### src/dda_pkg.sv
`default_nettype none

package dda_pkg;

  // selector carried on the input tuser
  localparam logic FUNC_START = 1'b0;
  localparam logic FUNC_STEP  = 1'b1;

  // command kind held in the queue between front and back
  typedef enum logic {
    CMD_START = 1'b0,
    CMD_STEP  = 1'b1
  } dda_cmd_e;

  // front sequencer
  typedef enum logic [2:0] {
    FS_IDLE,
    FS_DELTA,
    FS_MAG,
    FS_STEPS,
    FS_LOAD,
    FS_DIV,
    FS_PUSH
  } dda_fst_e;

endpackage

`default_nettype wire

### src/dda_div.sv
`default_nettype none

// restoring divider, one quotient bit per cycle
// quotient = ((mag << F) + div/2) / div, with mag <= div and div != 0
module dda_div #(
  parameter int unsigned COORD_BITS = 16,
  parameter int unsigned FRAC_BITS  = 16
) (
  input  logic                  clk_i,
  input  logic                  rst_ni,
  input  logic                  start_i,
  input  logic [COORD_BITS-1:0] mag_i,
  input  logic [COORD_BITS-1:0] div_i,
  output logic [FRAC_BITS:0]    quo_o,
  output logic                  done_o
);

  localparam int unsigned NW = COORD_BITS + FRAC_BITS + 1;
  localparam int unsigned CW = $clog2(FRAC_BITS + 1);

  logic                  busy_q, busy_d;
  logic                  done_q, done_d;
  logic [CW-1:0]         cnt_q, cnt_d;
  logic [COORD_BITS-1:0] rem_q, rem_d;
  logic [FRAC_BITS:0]    low_q, low_d;
  logic [COORD_BITS-1:0] div_q, div_d;
  logic [NW-1:0]         num;
  logic [COORD_BITS:0]   trial;
  logic [COORD_BITS:0]   diff;
  logic                  ge;

  assign num   = {1'b0, mag_i, {FRAC_BITS{1'b0}}} + NW'(div_i >> 1);
  assign trial = {rem_q, low_q[FRAC_BITS]};
  assign diff  = trial - {1'b0, div_q};
  assign ge    = trial >= {1'b0, div_q};

  always_comb begin
    busy_d = busy_q;
    done_d = 1'b0;
    cnt_d  = cnt_q;
    rem_d  = rem_q;
    low_d  = low_q;
    div_d  = div_q;
    if (start_i) begin
      busy_d = 1'b1;
      cnt_d  = '0;
      rem_d  = num[NW-1:FRAC_BITS+1];
      low_d  = num[FRAC_BITS:0];
      div_d  = div_i;
    end else if (busy_q) begin
      rem_d = ge ? diff[COORD_BITS-1:0] : trial[COORD_BITS-1:0];
      low_d = {low_q[FRAC_BITS-1:0], ge};
      cnt_d = cnt_q + CW'(1);
      if (cnt_q == CW'(FRAC_BITS)) begin
        busy_d = 1'b0;
        done_d = 1'b1;
      end
    end
  end

  always_ff @(posedge clk_i or negedge rst_ni) begin
    if (!rst_ni) begin
      busy_q <= 1'b0;
      done_q <= 1'b0;
      cnt_q  <= '0;
    end else begin
      busy_q <= busy_d;
      done_q <= done_d;
      cnt_q  <= cnt_d;
    end
  end

  always_ff @(posedge clk_i) begin
    rem_q <= rem_d;
    low_q <= low_d;
    div_q <= div_d;
  end

  assign quo_o  = low_q;
  assign done_o = done_q;

  // partial remainder always stays below the divisor
  a_rem_below_div: assert property (@(posedge clk_i) disable iff (!rst_ni)
    busy_q |-> (rem_q < div_q))
    else $error("divider remainder not below divisor");

endmodule

`default_nettype wire

### src/dda_front.sv
`default_nettype none

// accepts items, sets up a new line (deltas, step count, increments) and
// pushes start and step commands into the queue
module dda_front #(
  parameter int unsigned COORD_BITS = 16,
  parameter int unsigned FRAC_BITS  = 16
) (
  input  logic                         clk_i,
  input  logic                         rst_ni,
  input  logic                         in_valid_i,
  output logic                         in_ready_o,
  input  logic                         func_i,
  input  logic signed [COORD_BITS-1:0] x_start_i,
  input  logic signed [COORD_BITS-1:0] y_start_i,
  input  logic signed [COORD_BITS-1:0] x_end_i,
  input  logic signed [COORD_BITS-1:0] y_end_i,
  output logic                         push_valid_o,
  input  logic                         push_ready_i,
  output dda_pkg::dda_cmd_e            push_kind_o,
  output logic signed [COORD_BITS-1:0] push_xa_o,
  output logic signed [COORD_BITS-1:0] push_ya_o,
  output logic signed [FRAC_BITS+1:0]  push_xinc_o,
  output logic signed [FRAC_BITS+1:0]  push_yinc_o,
  output logic [COORD_BITS-1:0]        push_steps_o
);

  import dda_pkg::*;

  dda_fst_e state_q, state_d;

  logic signed [COORD_BITS-1:0] xa_q, ya_q, xb_q, yb_q;
  logic signed [COORD_BITS:0]   dx_q, dy_q;
  logic [COORD_BITS-1:0]        adx_q, ady_q, steps_q;
  logic                         xneg_q, yneg_q;
  logic [COORD_BITS:0]          adx_full, ady_full;
  logic                         accept;
  logic                         div_start;
  logic                         done_x, done_y;
  logic [FRAC_BITS:0]           quo_x, quo_y;
  logic signed [FRAC_BITS+1:0]  qx_s, qy_s;

  assign accept = in_valid_i && in_ready_o;

  always_comb begin
    state_d      = state_q;
    in_ready_o   = 1'b0;
    push_valid_o = 1'b0;
    push_kind_o  = CMD_START;
    div_start    = 1'b0;
    case (state_q)
      FS_IDLE: begin
        in_ready_o = push_ready_i;
        if (in_valid_i && push_ready_i) begin
          if (func_i == FUNC_STEP) begin
            push_valid_o = 1'b1;
            push_kind_o  = CMD_STEP;
          end else begin
            state_d = FS_DELTA;
          end
        end
      end
      FS_DELTA: state_d = FS_MAG;
      FS_MAG:   state_d = FS_STEPS;
      FS_STEPS: state_d = FS_LOAD;
      FS_LOAD: begin
        if (steps_q != '0) begin
          div_start = 1'b1;
          state_d   = FS_DIV;
        end else begin
          state_d = FS_PUSH;
        end
      end
      FS_DIV: begin
        if (done_x && done_y) begin
          state_d = FS_PUSH;
        end
      end
      FS_PUSH: begin
        push_valid_o = 1'b1;
        if (push_ready_i) begin
          state_d = FS_IDLE;
        end
      end
      default: state_d = FS_IDLE;
    endcase
  end

  always_ff @(posedge clk_i or negedge rst_ni) begin
    if (!rst_ni) begin
      state_q <= FS_IDLE;
    end else begin
      state_q <= state_d;
    end
  end

  assign adx_full = dx_q[COORD_BITS] ? -dx_q : dx_q;
  assign ady_full = dy_q[COORD_BITS] ? -dy_q : dy_q;

  always_ff @(posedge clk_i) begin
    if (accept && func_i == FUNC_START) begin
      xa_q <= x_start_i;
      ya_q <= y_start_i;
      xb_q <= x_end_i;
      yb_q <= y_end_i;
    end
    if (state_q == FS_DELTA) begin
      dx_q <= {xb_q[COORD_BITS-1], xb_q} - {xa_q[COORD_BITS-1], xa_q};
      dy_q <= {yb_q[COORD_BITS-1], yb_q} - {ya_q[COORD_BITS-1], ya_q};
    end
    if (state_q == FS_MAG) begin
      adx_q  <= adx_full[COORD_BITS-1:0];
      ady_q  <= ady_full[COORD_BITS-1:0];
      xneg_q <= dx_q[COORD_BITS];
      yneg_q <= dy_q[COORD_BITS];
    end
    if (state_q == FS_STEPS) begin
      steps_q <= (adx_q > ady_q) ? adx_q : ady_q;
    end
  end

  dda_div #(
    .COORD_BITS(COORD_BITS),
    .FRAC_BITS (FRAC_BITS)
  ) u_div_x (
    .clk_i  (clk_i),
    .rst_ni (rst_ni),
    .start_i(div_start),
    .mag_i  (adx_q),
    .div_i  (steps_q),
    .quo_o  (quo_x),
    .done_o (done_x)
  );

  dda_div #(
    .COORD_BITS(COORD_BITS),
    .FRAC_BITS (FRAC_BITS)
  ) u_div_y (
    .clk_i  (clk_i),
    .rst_ni (rst_ni),
    .start_i(div_start),
    .mag_i  (ady_q),
    .div_i  (steps_q),
    .quo_o  (quo_y),
    .done_o (done_y)
  );

  // sign goes back on the magnitude quotient; zero-length line has no slope
  assign qx_s = {1'b0, quo_x};
  assign qy_s = {1'b0, quo_y};

  always_comb begin
    push_xinc_o = '0;
    push_yinc_o = '0;
    if (steps_q != '0) begin
      push_xinc_o = xneg_q ? -qx_s : qx_s;
      push_yinc_o = yneg_q ? -qy_s : qy_s;
    end
  end

  assign push_xa_o    = xa_q;
  assign push_ya_o    = ya_q;
  assign push_steps_o = steps_q;

endmodule

`default_nettype wire

### src/dda_fifo.sv
`default_nettype none

// two-entry command queue
module dda_fifo #(
  parameter int unsigned WIDTH = 8
) (
  input  logic             clk_i,
  input  logic             rst_ni,
  input  logic             push_valid_i,
  output logic             push_ready_o,
  input  logic [WIDTH-1:0] push_data_i,
  output logic             pop_valid_o,
  input  logic             pop_ready_i,
  output logic [WIDTH-1:0] pop_data_o
);

  localparam int unsigned DEPTH = 2;
  localparam int unsigned PW    = $clog2(DEPTH);
  localparam int unsigned NW    = $clog2(DEPTH + 1);

  logic [WIDTH-1:0] mem_q [DEPTH];
  logic [PW-1:0]    wr_ptr_q, rd_ptr_q;
  logic [NW-1:0]    count_q;
  logic             push, pop;

  assign push_ready_o = count_q != NW'(DEPTH);
  assign pop_valid_o  = count_q != '0;
  assign push         = push_valid_i && push_ready_o;
  assign pop          = pop_valid_o && pop_ready_i;
  assign pop_data_o   = mem_q[rd_ptr_q];

  always_ff @(posedge clk_i or negedge rst_ni) begin
    if (!rst_ni) begin
      wr_ptr_q <= '0;
      rd_ptr_q <= '0;
      count_q  <= '0;
    end else begin
      if (push) begin
        wr_ptr_q <= wr_ptr_q + PW'(1);
      end
      if (pop) begin
        rd_ptr_q <= rd_ptr_q + PW'(1);
      end
      if (push && !pop) begin
        count_q <= count_q + NW'(1);
      end else if (pop && !push) begin
        count_q <= count_q - NW'(1);
      end
    end
  end

  always_ff @(posedge clk_i) begin
    if (push) begin
      mem_q[wr_ptr_q] <= push_data_i;
    end
  end

  a_count_range: assert property (@(posedge clk_i) disable iff (!rst_ni)
    count_q <= NW'(DEPTH))
    else $error("queue count beyond depth");

endmodule

`default_nettype wire

### src/dda_back.sv
`default_nettype none

// carries out queued commands: loads or advances the positions and
// registers one result per command
module dda_back #(
  parameter int unsigned COORD_BITS = 16,
  parameter int unsigned FRAC_BITS  = 16
) (
  input  logic                         clk_i,
  input  logic                         rst_ni,
  input  logic                         pop_valid_i,
  output logic                         pop_ready_o,
  input  dda_pkg::dda_cmd_e            pop_kind_i,
  input  logic signed [COORD_BITS-1:0] pop_xa_i,
  input  logic signed [COORD_BITS-1:0] pop_ya_i,
  input  logic signed [FRAC_BITS+1:0]  pop_xinc_i,
  input  logic signed [FRAC_BITS+1:0]  pop_yinc_i,
  input  logic [COORD_BITS-1:0]        pop_steps_i,
  output logic                         out_valid_o,
  input  logic                         out_ready_i,
  output logic                         pixel_valid_o,
  output logic signed [COORD_BITS-1:0] pixel_x_o,
  output logic signed [COORD_BITS-1:0] pixel_y_o,
  output logic                         last_pixel_o
);

  import dda_pkg::*;

  localparam int unsigned PW = COORD_BITS + FRAC_BITS + 1;

  // positions are kept with the rounding half already added
  logic signed [PW-1:0]          posx_q, posx_d, posy_q, posy_d;
  logic signed [PW-1:0]          sumx, sumy;
  logic signed [FRAC_BITS+1:0]   incx_q, incx_d, incy_q, incy_d;
  logic [COORD_BITS-1:0]         left_q, left_d;
  logic                          active_q, active_d;
  logic                          ovalid_q, ovalid_d;
  logic                          pv_q, pv_d, last_q, last_d;
  logic signed [COORD_BITS-1:0]  px_q, px_d, py_q, py_d;
  logic                          pop;

  assign pop_ready_o = !ovalid_q || out_ready_i;
  assign pop         = pop_valid_i && pop_ready_o;

  assign sumx = posx_q + {{(PW-FRAC_BITS-2){incx_q[FRAC_BITS+1]}}, incx_q};
  assign sumy = posy_q + {{(PW-FRAC_BITS-2){incy_q[FRAC_BITS+1]}}, incy_q};

  always_comb begin
    posx_d   = posx_q;
    posy_d   = posy_q;
    incx_d   = incx_q;
    incy_d   = incy_q;
    left_d   = left_q;
    active_d = active_q;
    ovalid_d = ovalid_q;
    pv_d     = pv_q;
    px_d     = px_q;
    py_d     = py_q;
    last_d   = last_q;
    if (pop) begin
      ovalid_d = 1'b1;
      case (pop_kind_i)
        CMD_START: begin
          posx_d   = {pop_xa_i[COORD_BITS-1], pop_xa_i, 1'b1, {(FRAC_BITS-1){1'b0}}};
          posy_d   = {pop_ya_i[COORD_BITS-1], pop_ya_i, 1'b1, {(FRAC_BITS-1){1'b0}}};
          incx_d   = pop_xinc_i;
          incy_d   = pop_yinc_i;
          left_d   = pop_steps_i;
          active_d = pop_steps_i != '0;
          pv_d     = 1'b1;
          px_d     = pop_xa_i;
          py_d     = pop_ya_i;
          last_d   = pop_steps_i == '0;
        end
        CMD_STEP: begin
          if (active_q) begin
            posx_d   = sumx;
            posy_d   = sumy;
            left_d   = left_q - COORD_BITS'(1);
            active_d = left_q != COORD_BITS'(1);
            pv_d     = 1'b1;
            px_d     = sumx[FRAC_BITS +: COORD_BITS];
            py_d     = sumy[FRAC_BITS +: COORD_BITS];
            last_d   = left_q == COORD_BITS'(1);
          end else begin
            pv_d   = 1'b0;
            px_d   = '0;
            py_d   = '0;
            last_d = 1'b0;
          end
        end
        default: begin
          pv_d   = 1'b0;
          px_d   = '0;
          py_d   = '0;
          last_d = 1'b0;
        end
      endcase
    end else if (out_ready_i) begin
      ovalid_d = 1'b0;
    end
  end

  always_ff @(posedge clk_i or negedge rst_ni) begin
    if (!rst_ni) begin
      active_q <= 1'b0;
      ovalid_q <= 1'b0;
      left_q   <= '0;
    end else begin
      active_q <= active_d;
      ovalid_q <= ovalid_d;
      left_q   <= left_d;
    end
  end

  always_ff @(posedge clk_i) begin
    posx_q <= posx_d;
    posy_q <= posy_d;
    incx_q <= incx_d;
    incy_q <= incy_d;
    pv_q   <= pv_d;
    px_q   <= px_d;
    py_q   <= py_d;
    last_q <= last_d;
  end

  assign out_valid_o   = ovalid_q;
  assign pixel_valid_o = pv_q;
  assign pixel_x_o     = px_q;
  assign pixel_y_o     = py_q;
  assign last_pixel_o  = last_q;

  // a line in progress always has steps left to take
  a_active_steps: assert property (@(posedge clk_i) disable iff (!rst_ni)
    active_q |-> (left_q != '0))
    else $error("line active with no steps left");

endmodule

`default_nettype wire

### src/dda_line_rasterizer_core.sv
// DDA line rasterizer. A start item (tuser = 0) latches two signed endpoints
// from tdata and answers with the first pixel, which is the start point; a
// zero-length line gives that one pixel with tlast set. Each step item
// (tuser = 1) advances the line by one pixel; the end point comes out with
// tlast set. A step item with no line in progress answers with tuser = 0 and
// all-zero data. Every item gives exactly one result. Pixels are
// floor(position + 0.5) of Q(COORD_BITS).(FRAC_BITS) positions, and the
// increments are delta / max(|dx|, |dy|) rounded to nearest. A run of step
// items flows at one pixel per clock while the queue has room and the output
// is not held back. A start item holds the input while the front part goes
// through three setup steps for deltas, magnitudes and step count, one load
// step, the two bit-serial increment dividers and their done flag, and the
// hand-off of the command to the back part. A zero-length line skips the
// dividers. A full queue stretches the hand-off until an entry frees up.
`default_nettype none

module dda_line_rasterizer_core #(
  parameter int unsigned COORD_BITS = 16,
  parameter int unsigned FRAC_BITS  = 16,
  localparam int unsigned IN_W  = ((4 * COORD_BITS + 7) / 8) * 8,
  localparam int unsigned OUT_W = ((2 * COORD_BITS + 7) / 8) * 8
) (
  input  logic             clk_i,
  input  logic             rst_ni,
  // input items
  input  logic             s_axis_tvalid,
  output logic             s_axis_tready,
  input  logic [IN_W-1:0]  s_axis_tdata,   // x_start, y_start, x_end, y_end, zero pad
  input  logic             s_axis_tuser,   // func
  // result items
  output logic             m_axis_tvalid,
  input  logic             m_axis_tready,
  output logic [OUT_W-1:0] m_axis_tdata,   // pixel_x, pixel_y, zero pad
  output logic             m_axis_tuser,   // pixel_valid
  output logic             m_axis_tlast    // last_pixel
);

  import dda_pkg::*;

  // queue entry: kind, steps, y increment, x increment, start y, start x
  localparam int unsigned QW = 1 + 3 * COORD_BITS + 2 * (FRAC_BITS + 2);

  logic                         push_valid, push_ready;
  dda_cmd_e                     push_kind, pop_kind;
  logic signed [COORD_BITS-1:0] push_xa, push_ya, pop_xa, pop_ya;
  logic signed [FRAC_BITS+1:0]  push_xinc, push_yinc, pop_xinc, pop_yinc;
  logic [COORD_BITS-1:0]        push_steps, pop_steps;
  logic [QW-1:0]                push_data, pop_data;
  logic                         pop_valid, pop_ready;
  logic signed [COORD_BITS-1:0] pixel_x, pixel_y;

  // front: takes items, sets up lines, runs the increment divisions
  dda_front #(
    .COORD_BITS(COORD_BITS),
    .FRAC_BITS (FRAC_BITS)
  ) u_front (
    .clk_i       (clk_i),
    .rst_ni      (rst_ni),
    .in_valid_i  (s_axis_tvalid),
    .in_ready_o  (s_axis_tready),
    .func_i      (s_axis_tuser),
    .x_start_i   (s_axis_tdata[COORD_BITS-1:0]),
    .y_start_i   (s_axis_tdata[2*COORD_BITS-1:COORD_BITS]),
    .x_end_i     (s_axis_tdata[3*COORD_BITS-1:2*COORD_BITS]),
    .y_end_i     (s_axis_tdata[4*COORD_BITS-1:3*COORD_BITS]),
    .push_valid_o(push_valid),
    .push_ready_i(push_ready),
    .push_kind_o (push_kind),
    .push_xa_o   (push_xa),
    .push_ya_o   (push_ya),
    .push_xinc_o (push_xinc),
    .push_yinc_o (push_yinc),
    .push_steps_o(push_steps)
  );

  assign push_data = {push_kind, push_steps, push_yinc, push_xinc, push_ya, push_xa};

  // short queue so the front can set up a line while the back still stalls
  dda_fifo #(
    .WIDTH(QW)
  ) u_fifo (
    .clk_i       (clk_i),
    .rst_ni      (rst_ni),
    .push_valid_i(push_valid),
    .push_ready_o(push_ready),
    .push_data_i (push_data),
    .pop_valid_o (pop_valid),
    .pop_ready_i (pop_ready),
    .pop_data_o  (pop_data)
  );

  assign pop_xa    = pop_data[COORD_BITS-1:0];
  assign pop_ya    = pop_data[2*COORD_BITS-1:COORD_BITS];
  assign pop_xinc  = pop_data[2*COORD_BITS+FRAC_BITS+1:2*COORD_BITS];
  assign pop_yinc  = pop_data[2*COORD_BITS+2*FRAC_BITS+3:2*COORD_BITS+FRAC_BITS+2];
  assign pop_steps = pop_data[QW-2:QW-1-COORD_BITS];
  assign pop_kind  = dda_cmd_e'(pop_data[QW-1]);

  // back: position accumulators and the output register
  dda_back #(
    .COORD_BITS(COORD_BITS),
    .FRAC_BITS (FRAC_BITS)
  ) u_back (
    .clk_i        (clk_i),
    .rst_ni       (rst_ni),
    .pop_valid_i  (pop_valid),
    .pop_ready_o  (pop_ready),
    .pop_kind_i   (pop_kind),
    .pop_xa_i     (pop_xa),
    .pop_ya_i     (pop_ya),
    .pop_xinc_i   (pop_xinc),
    .pop_yinc_i   (pop_yinc),
    .pop_steps_i  (pop_steps),
    .out_valid_o  (m_axis_tvalid),
    .out_ready_i  (m_axis_tready),
    .pixel_valid_o(m_axis_tuser),
    .pixel_x_o    (pixel_x),
    .pixel_y_o    (pixel_y),
    .last_pixel_o (m_axis_tlast)
  );

  // pad the result up to whole bytes
  assign m_axis_tdata = OUT_W'({pixel_y, pixel_x});

endmodule

`default_nettype wire
### config.mk
export PLATFORM = sky130hd
export DESIGN_NAME = dda_line_rasterizer_core
export DESIGN_NICKNAME = d
export VERILOG_FILES = /design/src/dda_pkg.sv /design/src/dda_div.sv /design/src/dda_front.sv /design/src/dda_fifo.sv /design/src/dda_back.sv /design/src/dda_line_rasterizer_core.sv
export SDC_FILE = /design/constraint.sdc
export NUM_CORES = 1
export LEC_CHECK = 0
export ABC_AREA = 1
export BUFFER_PORTS_ARGS = -buffer_cell sky130_fd_sc_hd__buf_2
export CORE_MARGIN = 2
export CORE_UTILIZATION = 50
export CTS_CLUSTER_SIZE = 16
export DETAILED_ROUTE_END_ITERATION = 16
export GPL_TIMING_DRIVEN = 0
export PLACE_DENSITY = 0.69
export SKIP_LAST_GASP = 1
export SYNTH_ARGS = -nofsm -noshare
export SYNTH_HDL_FRONTEND = slang
export SYNTH_SLANG_ARGS = --single-unit
### constraint.sdc
create_clock -name clk_i -period 5.73 [get_ports clk_i]
set_input_delay 0.573 -clock clk_i [delete_from_list [all_inputs] [get_ports clk_i]]
set_output_delay 0.573 -clock clk_i [all_outputs]
set_load 0.01 [all_outputs]
# Yosys cells after proc, flatten, opt, wreduce, memory -nomap -nowiden
# Memory sizes are Yosys's and may differ from the RTL's.
# Index checks and enable logic that the tools add are counted.
[totals]
memories = 1
elab_cells = 170
reg_bits = 405
output_inout_bits = 36
ramBits = 170
in_bits = 69
[mem_list]
columns = ["name", "words", "width", "read_ports", "rd_ports_with_merged_regs", "wr", "line_no", "rtl"]
rows = [
  ["u_fifo.mem_q", 2, 85, 1, 0, 1, "dda_fifo.sv:21", "logic [WIDTH-1:0] mem_q [DEPTH];"],
]
[classes]
n_eq_ne = 16
n_reduce_logical = 24
magnitude_cmp = 3
add_sub_neg = 19
mux = 68
bitwise = 2
[op_table]
columns = ["operator", "count"]
rows = [
  ["16-bit two-way mux", 12],
  ["33-bit case mux with 2 select lines", 2],
  ["16-bit case mux with 2 select lines", 3],
  ["18-bit two-way mux", 4],
  ["17-bit two-way mux", 4],
  ["32-bit by 15-bit adder with 33-bit output", 2],
  ["33-bit adder", 2],
  ["33-bit two-way mux", 2],
  ["17-bit negation with 18-bit output", 2],
  ["17-bit by 16-bit greater-or-equal comparator with 1-bit output", 2],
  ["16-bit by 16-bit subtractor with 17-bit output", 2],
  ["16-bit negation", 2],
  ["16-bit nonzero test", 2],
  ["16-bit subtractor", 2],
  ["1-bit two-way mux", 25],
  ["3-bit case mux with 7 select lines", 1],
  ["5-bit two-way mux", 4],
  ["16-bit by 1-bit equality test with 1-bit output, second input constant", 1],
  ["16-bit > comparator", 1],
  ["16-bit logical NOT", 1],
  ["16-bit by 1-bit inequality test with 1-bit output, second input constant", 1],
  ["16-bit by 1-bit subtractor with 16-bit output, second input constant", 1],
  ["3-bit two-way mux", 4],
  ["5-bit by 1-bit adder with 5-bit output, second input constant", 2],
  ["19 further kinds", 48],
]

# Longest topological paths before layout
# Gate-level depths: netlist of run 1.
[logic_depth]
depth_word = 9
ltp_mapped = 15
mapped_depth_nobuf = 15

# Hierarchy
# A second synthesis of run 1 with hierarchy kept.
[hier_totals]
hier_cells = 3926
hier_area_um2 = 33459.6
[modules_own_cells]
columns = ["mod", "n_inst", "seq_area_each_um2", "cells_per_inst", "area_per_inst_um2"]
rows = [
  ["dda_back", 1, 4474.3, 1519, 10915.5],
  ["dda_front", 1, 4519.3, 1036, 9027.4],
  ["dda_div", 2, 1646.6, 449, 3549.7],
  ["dda_fifo", 1, 5205.0, 473, 6417.4],
]

# Least setup slack after synthesis of run 1
# Ideal clock, no wire load.
[synth_timing]
kind = "reg-to-reg"
startpoint = "register u_front.state_q[2]"
endpoint = "register u_front.xa_q[0], in the netlist u_front.push_xa_o[0], enable pin"
t_required_ps = 5165
path_slack_ps = 86
n_path_buf = 0
period_less_slack_ps = 5644
arrival_ps = 5079
path_stages_with_launch = 4
setup_time_ps = 565
path_cell_list = "dfrtp_1 nor3_1 inv_1 nor3_1"
[synth_between]
elab_chain_len = 4
[synth_rtl]
columns = ["item", "line_no", "rtl"]
rows = [
  ["start: declaration", "dda_front.sv:30", "dda_fst_e state_q, state_d;"],
  ["start signal: assignment", "dda_front.sv:93", "state_q <= state_d;"],
  ["3-bit logical NOT", "dda_front.sv:51", "case (state_q)"],
  ["1-bit two-way mux", "dda_front.sv:51", ""],
  ["1-bit logical AND", "dda_front.sv:43", "assign accept = in_valid_i && in_ready_o;"],
  ["1-bit logical AND", "dda_front.sv:101", "if (accept && func_i == FUNC_START) begin"],
  ["end signal: assignment", "dda_front.sv:102", "xa_q <= x_start_i;"],
  ["end: declaration", "dda_front.sv:32", "logic signed [COORD_BITS-1:0] xa_q, ya_q, xb_q, yb_q;"],
]
# Every way passes these cells.
# A chain may end at the register's enable or synchronous reset.

# Final worst setup path of run 1
[layout_timing]
startpoint = "register u_front.steps_q[1], in the netlist u_front.push_steps_o[1]"
endpoint = "register u_front.u_div_y.cnt_q[1]"
[layout_between]
elab_chain_len = 4
elab_cells_between_ends = 5
cone_classes = "mux: 3; reduce/logical: 2"
[layout_rtl]
columns = ["item", "line_no", "rtl"]
rows = [
  ["start: declaration", "dda_front.sv:34", "logic [COORD_BITS-1:0] adx_q, ady_q, steps_q;"],
  ["start signal: assignment", "dda_front.sv:118", "steps_q <= (adx_q > ady_q) ? adx_q : ady_q;"],
  ["16-bit nonzero test *", "dda_front.sv:67", "if (steps_q != '0) begin"],
  ["1-bit two-way mux *", "dda_front.sv:67", ""],
  ["1-bit two-way mux *", "dda_front.sv:51", ""],
  ["5-bit two-way mux or 2-bit nonzero test (tied branches)", "-", ""],
  ["end signal: assignment", "dda_div.sv:69", "cnt_q <= cnt_d;"],
  ["end: declaration", "dda_div.sv:23", "logic [CW-1:0] cnt_q, cnt_d;"],
]
# Mark *: on every way between the ends. The rest lies on a longest branch, timed or not.

==> results.md, run 1 <==
* Row cnt at 92
* Post-synth EDFFs at 534
* Register share of total power at 33.3%
* CTS tree: yes
* WP data required at 6.25 ns
* Initial Util at 50.4%
* Sw Pwr at 9.75 mW
* Post-CTS sizing at 0
* GRT Overall Usage at 24.5%
* Total setup buffers inserted after CTS at 0
* Max Fclk at 0.340 GHz
* Sequential fraction of the synthesis area at 53.7%
* Cell Area, Synth at 0.0317 mm^2
* Top post-synthesis cells by area: edfxtp_1 51%, nand2_1 15%, ha_1 6.0%, inv_1 5.8%, nand3_1 3.2%
* I/O Pins at 105
* Setup WS pre-CTS at 2.85 ns
* Area Growth Syn to Fin at 12.4%
* Tcrit/Tclk final at 51.3%
* Origin of the critical flop-to-flop path: u_front.push_steps_o[1]$_DFFE_PP_
* Arrival time at the worst endpoint at 3.46 ns
* Utilization after layout at 56.6%
* Static Leak at 16.4 nW
* DRC at 0
* Crit-path max FO at 34
* Routed wire per std cell at 17.3 um
* FF+latch count, synth at 573
* Unique cell type count in the Yosys netlist at 48
* Clock transition at path regs at 0.07 ns
* RSZ-0062 raised after global routing: no
* Setup violations, final at 0
* Routed Antenna Nets at 0
* Grt ovf at 0
* First-pass GRT wire length at 125000 um
* Vias in the first global route at 23062
* Combinational fraction of design power at 48.8%
* PortBufs at 104
* Clock latency on the worst-skew pair at 0.64 ns
* Die span in x at 256 um
* Sw Share at 43.9%
* H-tree depth reported by CTS at 2
* Drt via density at 5.24
* CTS Hold Buffers Added at 0
* Synthesized area per cell at 8.76 um^2
* Top-area cell type share of the netlist area at 50.7%
* DRT iter0 DRCs at 1963
* R2R depth at 10
* Cts bufs inserted at 59
* HPWL after DPL at 62000 um
* Clock share of power at 17.9%
* Vert. Die Dim at 256 um
* Status: complete, no violations
* Clock Skews at 0.0415 ns
* Final nets at 4021
* Crit path kind: register to register
* Slew margin rel. at 32.3%
* Min-Delay Path Class: input pin to async pin
* Antenna violations before repair at 0
* Vias at 24557
* Post-synthesis net count at 3840
* P_int at 12.5 mW
* DIE AREA at 0.0653 mm^2
* CTS Sinks at 573
* Ant diodes at 0
* Pins Over Slew Limit at 0
* Ys async rst share at 6.81%
* Final WS setup at 2.79 ns
* Yosys warns at 0
* Layout cells sized above 1 at 7.16%
* Most area-hungry cell type in the Yosys netlist: edfxtp_1
* Pwr Density at 625 mW/mm^2
* Root Buffer: clkbuf_16
* Setup crit end kind: register
* Final hold violation count at 0
* Routed WL at 80900 um
* GPL Wtd Cong at 0.947
* Tmin final at 2.94 ns
* Largest net degree at the start of global routing at 53
* Pre-antenna DRT Iters at 5
* Worst Setup SP: u_front.push_steps_o[1]$_DFFE_PP_
* Least-Margin Pin Slew at 1.02 ns
* Reg-to-reg setup timing slack at 2.79 ns
* Max Root-Sink Buffers at 3
* Max Cap Viol at 0
* Total core area at 0.0629 mm^2
* VDD IR-drop max at 321 uV
* Synth Flop Type: edfxtp_1
* Crit path launch type: register
* Post-Synthesis Cells at 3612
power by group through the flow:
stage,clock network (mW),registers [mW],logic [mW]
global placement,0,7.54,10.4
CTS,4.03,7.39,10.8
detailed placement,0,7.47,10.7
finish,3.97,7.40,10.8
global route,4.20,7.51,12.3
floorplan,0,7.27,7.67
cells in the final DEF, fill, tap and decap left out, types with 5 or more instances in the layout:
master and count:
nor4_1 5, clkinv_1 10, o21bai_1 7, nor2_1 248, nand2_1 1237, edfxtp_1 534, nand3b_1 32, o211ai_1 5
buf_12 6, a31oi_1 6, xnor2_1 36, inv_1 489, clkinv_2 12, o21a_1 11, a21oi_1 177, nor3_1 60
clkbuf_16 59, buf_6 10, ha_1 153, clkbuf_1 38, nor2_4 5, fa_1 6, xor2_1 47, nand4_1 38
and2_1 5, bufinv_16 8, buf_2 135, inv_2 5, a21o_1 8, o21ai_0 135, dfrtp_1 39, o21ai_1 6
mux2i_1 16, nand3_1 203, buf_1 5
flip-flops by register name (all words and copies together) (netlist names), 17 cells and up:
signal	cells
u_back.incx_q	18
u_back.incy_q	18
u_back.posx_q	32
u_back.posy_q	32
u_fifo.mem_q	170
u_front.dx_q	17
u_front.dy_q	17
u_front.u_div_x.quo_o	17
u_front.u_div_y.quo_o	17
worst max-delay path, stage by stage, from the launching register on:
cell and delay [ns]:
edfxtp_1 0.59, nor2_1 0.18, nand2_1 0.06, nor2_1 0.07, and2_1 0.12, buf_2 0.24
inv_2 0.13, nand3_2 0.18, buf_2 0.30, nand2_2 0.56, o21ai_0 0.36
Yosys cell counts (5+ instances only):
cell and instances:
nand2_1 1239, edfxtp_1 534, inv_1 489, nor2_1 252
nand3_1 203, a21oi_1 177, ha_1 153, o21ai_0 135
nor3_1 63, xor2_1 47, dfrtp_1 39, nand4_1 38
xnor2_1 36, buf_2 32, nand3b_1 32, clkbuf_1 28
mux2i_1 16, o21a_1 11, a21o_1 8, o21bai_1 7
a31oi_1 6, fa_1 6, o21ai_1 6, and2_1 5
buf_1 5, inv_2 5, nor4_1 5, o211ai_1 5
area by class of cell:
class                   count  area, um^2
plain buffers              70         335
clock buffers              72        1560
clock inverters            38         455
fillers                  5683       27300
inverters                 496        1860
multi-input cells        2473       12500
flip-flops and latches    573       17000
well taps                 846        1060
repair buffers            120         790
stage by stage:
stage / std cells / power [mW] / cell area [um^2] / hold slack, ns / setup TNS (ns)
after CTS: 4688 / 22.2 / 35600 / 0.0725 / 0
after detailed placement: 4578 / 18.2 / 33600 / 0.462 / 0
after floorplan: 3612 / 14.9 / 31700 / 0.277 / 0
after global routing: 4688 / 24.0 / 35600 / 0.0793 / 0
final: 4688 / 22.2 / 35600 / 0.0756 / 0
after global placement: 4562 / 17.9 / 33200 / 0.461 / -383.12
cells by family (layout without fill, tap and decap cells):
kind of cell	Yosys count	count (layout)	share of synthesized area, %
xor+xnor	83	83	2.30
simple gates	1851	1851	24.0
mux	16	16	0.506
compound gates	364	364	6.14
buf+inv	566	796	6.93
fa+ha+maj	159	159	6.43
flops	573	573	53.7
path summary, 6_finish.rpt:
| path | to |
|---|---|
| max reg2reg | u_front.u_div_y.cnt_q[1]$_DFFE_PN0P_ |
| max in group asynchronous | u_back.left_q[13]$_DFFE_PN0P_ |
| min in group clk_i | u_front.yb_q[2]$_DFFE_PP_ |
| max | u_front.u_div_y.cnt_q[1]$_DFFE_PN0P_ |
| min reg2reg | u_fifo.mem_q[1][8]$_DFFE_PP_ |
| min | u_front.u_div_y.cnt_q[4]$_DFFE_PN0P_ |
per-layer routing:
metal  vias up  track usage (%)  routed length (um)
met5         -                0                   0
met4         0             8.19                2580
met3       131             3.18                5290
met2       777             40.6               38000
met1     11393             33.5               35000
li1      12256                -                   -
(Power assumes the default switching activity.)
==> inputs of run 2 (changes only) <==
clock period = 2.7 ns   (was 5.73 ns; I/O delays follow)
==> run 2 against run 1 <==
- clock power is 120% higher
- sequential power is 110% higher
- final cell count is 1.7% higher
- clock skew is 0.011 ns lower
- cell area is 2.7% higher
- global-route usage is 0.95 points higher
- sequential cell count stayed put
- clock-buffer cell count is 6 higher
- worst setup slack worse by 2.6 ns
==> results.md, run 2 (same netlist as run 1, synthesis figures left out) <==
* Arrival time at the worst endpoint at 2.82 ns
* Setup crit end kind: register
* Routed WL at 83700 um
* Tcrit/Tclk final at 93.8%
* VDD IR-drop max at 793 uV
* Hold endpoint: u_fifo.mem_q[0][84]$_DFFE_PP_
* Routed Antenna Nets at 0
* Most common cell after layout, fill and taps aside: nand2_1
* Row cnt at 92
* Final nets at 4099
* Reg with most FFs: u_fifo.mem_q
* Min-Delay Path Class: input pin to register
* PortBufs at 104
* GRT Overall Usage at 25.5%
* Pins Over Slew Limit at 0
* Final hold violation count at 0
* Reg-to-reg setup timing slack at 0.17 ns
* Regs by FF count: u_fifo.mem_q (170), u_back.posx_q (32), u_back.posy_q (32)
* Crit path kind: register to register
* DIE AREA at 0.0653 mm^2
* DRT iter0 DRCs at 2224
* I/O Pins at 105
* Crit-path max FO at 34
* Clock Skews at 0.0304 ns
* Vias in the first global route at 24231
* Met3 wire length at 5060 um
* Layout cells sized above 1 at 7.55%
* CTS tree: yes
* Min-delay src: s_axis_tuser
* Largest net degree at the start of global routing at 55
* Final WS setup at 0.167 ns
* Least-Margin Pin Slew at 1.04 ns
* Root Buffer: clkbuf_16
* Max Fclk at 0.395 GHz
* Antenna violations before repair at 2
* Max Cap Viol at 0
* H-tree depth reported by CTS at 2
* Vert. Die Dim at 256 um
* Tmin final at 2.53 ns
* Most frequent cells in the layout: 1236 x nand2_1, 534 x edfxtp_1, 487 x inv_1, 247 x nor2_1, 202 x nand3_1
* Total core area at 0.0629 mm^2
* Crit path launch type: register
* Static Leak at 16.9 nW
* Origin of the critical flop-to-flop path: u_front.push_steps_o[15]$_DFFE_PP_
* HPWL after DPL at 62600 um
* Setup WS pre-CTS at -0.226 ns
* Worst Hold Depth at 3
* RSZ-0062 raised after global routing: no
* Pwr Density at 1310 mW/mm^2
* Slew margin rel. at 30.9%
* Top Layer Used: met4
* Final TNS setup at 0 ns
* Status: complete, no violations
* Clock transition at path regs at 0.06 ns
* DRC at 0
* Routed wire per std cell at 17.5 um
* Die span in x at 256 um
* Area Growth Syn to Fin at 15.4%
* Pre-antenna DRT Iters at 6
* WP data required at 2.98 ns
* CTS Sinks at 573
* Grt ovf at 0
* Met2 routed WL at 40200 um
* GPL Wtd Cong at 0.959
* Largest register FFs at 170
* R2R depth at 9
* First-pass GRT wire length at 131000 um
* FF-to-FF End: u_front.u_div_y.rem_q[3]$_DFFE_PP_
* Worst hold slack at 0.0962 ns
* Clock latency on the worst-skew pair at 0.65 ns
* Utilization after layout at 58.1%
* Setup violations, final at 0
* Initial Util at 50.4%
* Cts bufs inserted at 61
* Max Root-Sink Buffers at 3
* Vias at 25247
* Met1 wire length at 35800 um
* Drt via density at 5.29
-- run 2: routing by layer --
layer  track usage, %  vias to the layer above
met5                0                        -
met1             34.3                    11792
met2             43.1                      863
met4             8.45                        0
li1                 -                    12430
met3             2.91                      162
-- run 2: repair_timing --
item,4_1_cts,5_1_grt
resized for setup,2,13
endpoints found under the hold margin,104,0
setup endpoints to repair,70,112
pin swaps,0,1
buffers inserted,2,8
hold buffers,66,0
-- run 2: cell type report --
type                    count  area (um^2)
diodes                      1         2.50
plain buffers              70          340
clock buffers              78         1640
clock inverters            36          445
fillers                  5530        26300
inverters                 496         1860
multi-input cells        2473        12500
flip-flops and latches    573        17000
well taps                 846         1060
repair buffers            196         1630
-- run 2: per-stage QoR --
stage	instances	area [um^2]	total power, mW
6_report	4769	36500	47.8
4_1_cts	4760	36400	47.5
2_1_floorplan	3612	31700	31.7
3_3_place_gp	4562	33300	38.0
5_1_grt	4768	36500	51.6
3_5_place_dp	4578	33600	38.6
-- run 2: how the worst max path moves through the flow --
stage,depth (start not counted),endpoint,startpoint
2_1_floorplan,7,u_fifo.mem_q[0][0]$_DFFE_PP_,u_fifo.count_q[1]$_DFFE_PN0P_
3_3_place_gp,5,u_fifo.mem_q[0][63]$_DFFE_PP_,u_front.state_q[2]$_DFFE_PN0P_
3_5_place_dp,10,u_front.u_div_x.rem_q[1]$_DFFE_PP_,u_front.push_steps_o[15]$_DFFE_PP_
4_1_cts,10,u_front.u_div_x.rem_q[12]$_DFFE_PP_,u_front.push_steps_o[15]$_DFFE_PP_
5_1_grt,9,u_front.u_div_y.rem_q[3]$_DFFE_PP_,u_front.push_steps_o[15]$_DFFE_PP_
6_report,9,u_front.u_div_y.rem_q[3]$_DFFE_PP_,u_front.push_steps_o[15]$_DFFE_PP_
-- run 2: critical path, stage by stage (launching register included) --
cell and delay, ns:
edfxtp_1 0.51, nor2_1 0.17, nand2_1 0.07, nor2_1 0.09
and2_1 0.12, buf_2 0.25, inv_2 0.12, nand3_2 0.18
clkbuf_4 0.29, nand2_4 0.34
-- run 2: report_power, final --
part / switching, mW / internal (mW)
combinational: 15.8 / 7.63
sequential: 1.54 / 14.1
clock: 3.58 / 5.15
